--- config.mk ---
export PLATFORM = sky130hd
export DESIGN_NAME = ps2_keyboard_receiver_top
export DESIGN_NICKNAME = d
export VERILOG_FILES = /design/src/rtl/ps2kr_pkg.sv /design/src/rtl/ps2_keyboard_receiver_top.sv /design/src/rtl/ps2kr_core.sv /design/src/rtl/ps2kr_out_reg.sv
export SDC_FILE = /design/constraint.sdc
export NUM_CORES = 1
export LEC_CHECK = 0
export ABC_CLOCK_PERIOD_IN_PS = 4400
export BUFFER_PORTS_ARGS = -buffer_cell sky130_fd_sc_hd__buf_2
export CAP_MARGIN = 0
export CELL_PAD_IN_SITES_DETAIL_PLACEMENT = 1
export CELL_PAD_IN_SITES_GLOBAL_PLACEMENT = 1
export CORE_UTILIZATION = 50
export CTS_CLUSTER_SIZE = 24
export DETAILED_ROUTE_END_ITERATION = 16
export HOLD_SLACK_MARGIN = 0.02
export PLACE_DENSITY = 0.9
export SLEW_MARGIN = 20
export SYNTH_ARGS = -nofsm -noshare
export SYNTH_HDL_FRONTEND = slang
export SYNTH_SLANG_ARGS = --single-unit
export TNS_END_PERCENT = 10
--- constraint.sdc ---
create_clock -name clk -period 4.4 [get_ports clk]
set_input_delay 0.44 -clock clk [delete_from_list [all_inputs] [get_ports clk]]
set_output_delay 0.44 -clock clk [all_outputs]
set_load 0.005 [all_outputs]
--- src/rtl/ps2kr_pkg.sv ---
// ----------------------------------------------------------------------------
// ps2kr_pkg
// Shared constants and types for the PS/2 keyboard scan-code receiver.
// ----------------------------------------------------------------------------
package ps2kr_pkg;

    localparam logic [7:0]  PREFIX_EXT    = 8'hE0;
    localparam logic [7:0]  PREFIX_BREAK  = 8'hF0;
    localparam logic [7:0]  DATA_MSB      = 8'h80;
    localparam logic [3:0]  FRAME_STEPS   = 4'd11;
    localparam logic [3:0]  LAST_DATA_CNT = 4'd2;
    localparam logic [15:0] TIMEOUT_RESET = 16'd100;

    typedef enum logic
    {
        OP_EDGE = 1'b0,
        OP_TICK = 1'b1
    } op_t;

    typedef struct packed
    {
        logic       byte_done;
        logic [7:0] scan_byte;
        logic       key_event;
        logic       extended;
        logic       idle_timeout;
    } result_t;

endpackage

--- src/rtl/ps2_keyboard_receiver_top.sv ---
// ----------------------------------------------------------------------------
// ps2_keyboard_receiver_top
// PS/2 keyboard scan-code receiver: frames bits, tracks E0/F0 prefixes and
// flags key events and keyboard inactivity.
// ----------------------------------------------------------------------------
// Each input beat is one falling keyboard clock edge or one timer tick. The
// block takes one beat per cycle while the result register can load and gives
// exactly one result beat for it, held in a single result register; a new
// beat is taken while the previous result is being taken, so the sustained
// rate is one beat per cycle when the sink keeps ready high. timeout_reg is
// written through cfg_we/cfg_wdata and resets to 100.
module ps2_keyboard_receiver_top
(
    input  logic        clk,
    input  logic        rst_n,
    input  logic        cfg_we,
    input  logic [15:0] cfg_wdata,
    input  logic        in_valid,
    output logic        in_ready,
    input  logic        op,
    input  logic        data_bit,
    output logic        out_valid,
    input  logic        out_ready,
    output logic        byte_done,
    output logic [7:0]  scan_byte,
    output logic        key_event,
    output logic        extended,
    output logic        idle_timeout
);

    logic               accept;
    logic               can_load;
    ps2kr_pkg::result_t step_result;
    ps2kr_pkg::result_t held;

    assign in_ready = can_load;
    assign accept   = in_valid && can_load;

    ps2kr_core u_core
    (
        .clk       (clk),
        .rst_n     (rst_n),
        .cfg_we    (cfg_we),
        .cfg_wdata (cfg_wdata),
        .step      (accept),
        .op        (op),
        .data_bit  (data_bit),
        .result    (step_result)
    );

    ps2kr_out_reg u_out
    (
        .clk       (clk),
        .rst_n     (rst_n),
        .load      (accept),
        .load_data (step_result),
        .out_ready (out_ready),
        .out_valid (out_valid),
        .can_load  (can_load),
        .data      (held)
    );

    assign byte_done    = held.byte_done;
    assign scan_byte    = held.scan_byte;
    assign key_event    = held.key_event;
    assign extended     = held.extended;
    assign idle_timeout = held.idle_timeout;

endmodule

--- src/rtl/ps2kr_core.sv ---
// ----------------------------------------------------------------------------
// ps2kr_core
// Frame counter, shift register, prefix tracking and inactivity timer.
// Works one beat per cycle and produces its result in the same cycle.
// ----------------------------------------------------------------------------
module ps2kr_core
(
    input  logic                clk,
    input  logic                rst_n,
    input  logic                cfg_we,
    input  logic [15:0]         cfg_wdata,
    input  logic                step,
    input  logic                op,
    input  logic                data_bit,
    output ps2kr_pkg::result_t  result
);

    logic [15:0] timeout_reg;
    logic [3:0]  bits_left_reg,  bits_left_next;
    logic [7:0]  shift_reg,      shift_next;
    logic [7:0]  cur_reg,        cur_next;
    logic [7:0]  prev_reg,       prev_next;
    logic        ext_flag_reg,   ext_flag_next;
    logic [15:0] idle_reg,       idle_next;

    logic [3:0]  bits_dec;
    logic [15:0] idle_inc;
    logic        key;

    always_comb
    begin
        bits_left_next = bits_left_reg;
        shift_next     = shift_reg;
        cur_next       = cur_reg;
        prev_next      = prev_reg;
        ext_flag_next  = ext_flag_reg;
        idle_next      = idle_reg;
        key            = 1'b0;
        bits_dec       = bits_left_reg - 4'd1;
        idle_inc       = idle_reg + 16'd1;
        result         = '0;

        if (ps2kr_pkg::op_t'(op) == ps2kr_pkg::OP_EDGE)
        begin
            idle_next = '0;
            // shift only the eight data bits of the frame
            if (bits_left_reg < ps2kr_pkg::FRAME_STEPS
                && bits_left_reg > ps2kr_pkg::LAST_DATA_CNT)
            begin
                shift_next = {data_bit, shift_reg[7:1]};
            end
            bits_left_next = bits_dec;
            if (bits_dec == 4'd0)
            begin
                bits_left_next   = ps2kr_pkg::FRAME_STEPS;
                prev_next        = cur_reg;
                cur_next         = shift_next;
                result.byte_done = 1'b1;
                if (shift_next == ps2kr_pkg::PREFIX_EXT)
                begin
                    ext_flag_next = 1'b1;
                end
                else if (shift_next == ps2kr_pkg::PREFIX_BREAK
                         && cur_reg == ps2kr_pkg::PREFIX_EXT)
                begin
                    ext_flag_next = 1'b0;
                end
                else if (cur_reg == ps2kr_pkg::PREFIX_EXT)
                begin
                    ext_flag_next = 1'b1;
                    key           = 1'b1;
                end
                else if (cur_reg != ps2kr_pkg::PREFIX_BREAK
                         && shift_next != ps2kr_pkg::PREFIX_BREAK)
                begin
                    ext_flag_next = 1'b0;
                    key           = 1'b1;
                end
                result.key_event = key;
                result.extended  = key & ext_flag_next;
            end
        end
        else
        begin
            // tick: drop any partial frame, advance the idle count
            bits_left_next = ps2kr_pkg::FRAME_STEPS;
            idle_next      = idle_inc;
            if (idle_inc >= timeout_reg)
            begin
                result.idle_timeout = 1'b1;
                idle_next           = '0;
            end
        end
        result.scan_byte = cur_next;
    end

    always_ff @(posedge clk or negedge rst_n)
    begin
        if (!rst_n)
        begin
            timeout_reg   <= ps2kr_pkg::TIMEOUT_RESET;
            bits_left_reg <= ps2kr_pkg::FRAME_STEPS;
            shift_reg     <= '0;
            cur_reg       <= '0;
            prev_reg      <= '0;
            ext_flag_reg  <= 1'b0;
            idle_reg      <= '0;
        end
        else
        begin
            if (cfg_we)
            begin
                timeout_reg <= cfg_wdata;
            end
            if (step)
            begin
                bits_left_reg <= bits_left_next;
                shift_reg     <= shift_next;
                cur_reg       <= cur_next;
                prev_reg      <= prev_next;
                ext_flag_reg  <= ext_flag_next;
                idle_reg      <= idle_next;
            end
        end
    end

endmodule

--- src/rtl/ps2kr_out_reg.sv ---
// ----------------------------------------------------------------------------
// ps2kr_out_reg
// Result register with valid/ready handshake; takes a new beat whenever it is
// empty or the held one is taken in the same cycle.
// ----------------------------------------------------------------------------
module ps2kr_out_reg
(
    input  logic                clk,
    input  logic                rst_n,
    input  logic                load,
    input  ps2kr_pkg::result_t  load_data,
    input  logic                out_ready,
    output logic                out_valid,
    output logic                can_load,
    output ps2kr_pkg::result_t  data
);

    logic               valid_reg, valid_next;
    ps2kr_pkg::result_t data_reg;

    assign can_load = !valid_reg || out_ready;

    always_comb
    begin
        valid_next = valid_reg;
        if (load)
        begin
            valid_next = 1'b1;
        end
        else if (out_ready)
        begin
            valid_next = 1'b0;
        end
    end

    always_ff @(posedge clk or negedge rst_n)
    begin
        if (!rst_n)
        begin
            valid_reg <= 1'b0;
        end
        else
        begin
            valid_reg <= valid_next;
        end
    end

    always_ff @(posedge clk)
    begin
        if (load)
        begin
            data_reg <= load_data;
        end
    end

    assign out_valid = valid_reg;
    assign data      = data_reg;

endmodule

==> impl_metrics.csv <==
group,metric,value,unit
layout,fin_cells,489,
global_route,antenna_found_initial,0,
run,cap_violations,0,
die,core,6830,um2
drt,avgRoutedWirePerCell,17.7,um
drt,dr.pass1.iters,4,
timing,hold_slack,0.233,ns
die,row_count,30,
logic_synthesis,ys_seq_area_share,47.7,%
die,initial_core_util,51.9,%
logic_synthesis,avgSynthCellArea,10.1,um2
logic_synthesis,syn_area,3550,um2
placed_design,place_area,3800,um2
drt,wirelength,8.68,mm
drt,viasPerCell,5.67,
status,status,"finished, final reports clean",
worst_setup_path,cp.required,4.63,ns
placed_design,detailed_place_hpwl,5.74,mm
placed_design,numPortBuffers,36,
timing,hold_viol,0,
timing,drv_slew,0,
logic_synthesis,syn-num-nets,394,
worst_setup_path,cp-end-kind,"register",
logic_synthesis,synth_cell_type_count,50,
timing,post-route-min-period,3.77,ns
worst_setup_path,worstRegToRegCells,11,
logic_synthesis,ys_ff_latch,65,
layout,fill_cells,780,
timing,rsz0062_at_grt,"false",
clock_tree,clock_latency,0.35,ns
logic_synthesis,synth_edf_count,12,
global_route,grt_use_total,25.6,%
layout,final_core_util,58.3,%
clock_tree,holdBufCountCts,0,
logic_synthesis,yosys_most_used_dff,"dfrtp_1",
layout,final_area,3980,um2
drt,drc,0,
timing,tns,0,ns
placed_design,place_congestion,0.764,
clock_tree,cts_tree,"yes",
placed_design,dpl.cell_count,473,
layout,layout_commonest_cell,"dfrtp_1",
timing,fin_skew,0.00923,ns
die,io_pins,37,
layout,syn2layout_area_growth,12.2,%
clock_tree,cts_buffers,9,
layout,antenna_cells,0,
worst_setup_path,startpoint_type,"register",
layout,nets,432,
pwr,power.total,1.68,mW
layout,layout-drive-gt1-share,19.8,%
timing,slew_headroom,34.2,%
drt,drt_iter0_drc,165,
die,fp.dieH,86.2,um
clock_tree,clk_pin_slew,0.07,ns
timing,post-route-period-util,85.8,%
placed_design,pre_cts_ws,0.796,ns
worst_setup_path,cpPeakStageDelay,0.49,ns
layout,most-common-layout-cells,"dfrtp_1, nand2_1, buf_2",
worst_setup_path,path_cells,"and3_1, and3_1, and3_1, and3_1, xor2_1, ha_1, nand4_1, a2111o_1, o211ai_4, nor2_2, mux2_2",
worst_setup_path,arrival,4.00,ns
clock_tree,cts_root_buf,"clkbuf_8",
timing,fmax,0.265,GHz
timing,setup_viol,0,
worst_hold_path,hp-class,"primary input to asynchronous set/reset pin",
global_route,grt_max_degree,54,
pwr,peakVddDrop,300,uV
logic_synthesis,synthCells,350,
timing,worst_pin_slew,0.985,ns
pwr,p_per_area,422,nW/um2
clock_tree,cts_resized,0,
worst_setup_path,path_max_fanout,19,
clock_tree,cts.sinks,65,
drt,via_count,2775,
worst_setup_path,critPathSlowestCell,"a2111o_1",
global_route,grt_pass1_vias,2888,
drt,antenna_left,0,
die,fp.dieW,86.2,um
worst_setup_path,worstSetupPathType,"register to register",
logic_synthesis,async_flop_share,81.5,%
clock_tree,post_cts_buffers,0,
clock_tree,cts_buffer_depth,2,
worst_setup_path,crit_path_frequent_cell,"and3_1",
global_route,grt_first_pass_wirelength,14.4,mm
pwr,leakage,1.89,nW
global_route,grt_overflow,0,
timing,setup_ws,0.625,ns
logic_synthesis,yosysWarnings,0,
clock_tree,cts.htree.levels,3,
die,dieArea,7440,um2
critical path, delay by kind of cell, from the launching register on:
| family | cells | cell delay [ns] |
|---|---|---|
| simple gates | 6 | 1.47 |
| compound gates | 2 | 0.95 |
| flops | 1 | 0.46 |
| fa+ha+maj | 1 | 0.33 |
| mux | 1 | 0.33 |
| xor+xnor | 1 | 0.10 |
synth_stat cells (all sizes together), types with 7 or more instances:
| master | instances | share of area [%] |
|---|---|---|
| a21oi | 27 | 3.9 |
| a22o | 9 | 2.2 |
| and3 | 10 | 1.8 |
| dfrtp | 47 | 33 |
| edfxtp | 12 | 10 |
| ha | 21 | 7.4 |
| inv | 25 | 2.6 |
| mux2 | 9 | 2.9 |
| mux2i | 9 | 2.9 |
| nand2 | 39 | 4.1 |
| nor2 | 32 | 3.7 |
| nor2b | 8 | 1.5 |
| o21ai | 33 | 4.7 |
| xnor2 | 8 | 2.0 |
| xor2 | 7 | 1.7 |
layout make-up:
class	count	area, um2	area share [%]
clock buffers	13	159	3.99
well taps	96	120	3.02
flip-flops and latches	65	1690	42.5
clock inverters	3	17.5	0.440
inverters	25	93.8	2.36
multi-input cells	250	1710	42.9
repair buffers	37	188	4.71
where the power goes:
part           switching, mW  internal, mW  total, mW
logic                  0.218         0.167      0.385
clock network          0.235         0.234      0.469
registers             0.0963         0.730      0.826
total                  0.550          1.13       1.68
final timing paths:
check | from | end | slack, ns
max reg2reg | u_core.idle_reg[2]$_DFFE_PN0P_ | u_core.idle_reg[0]$_DFFE_PN0P_ | 0.63
min | rst_n | u_core.timeout_reg[1]$_DFFE_PN0P_ | 0.23
min in group clk | cfg_wdata[1] | u_core.timeout_reg[1]$_DFFE_PN0P_ | 0.30
max | u_core.idle_reg[2]$_DFFE_PN0P_ | u_core.idle_reg[0]$_DFFE_PN0P_ | 0.63
max in group asynchronous | rst_n | u_core.idle_reg[12]$_DFFE_PN0P_ | 3.69
min reg2reg | u_core.timeout_reg[2]$_DFFE_PN1P_ | u_core.timeout_reg[2]$_DFFE_PN1P_ | 0.52
cell families after synthesis:
| group | share of synthesized area [%] |
|---|---|
| flops | 47.7 |
| simple gates | 16.5 |
| compound gates | 14.4 |
| buf+inv | 4.44 |
| mux | 5.75 |
| fa+ha+maj | 7.40 |
| xor+xnor | 3.70 |
layer usage:
metal / part of all wire, % / track usage [%]
met2: 53 / 44.5
met5: 0 / 0
met3: 2.9 / 6.19
met1: 42 / 31.0
met4: 2.4 / 9.39
(Power assumes the default switching activity.)
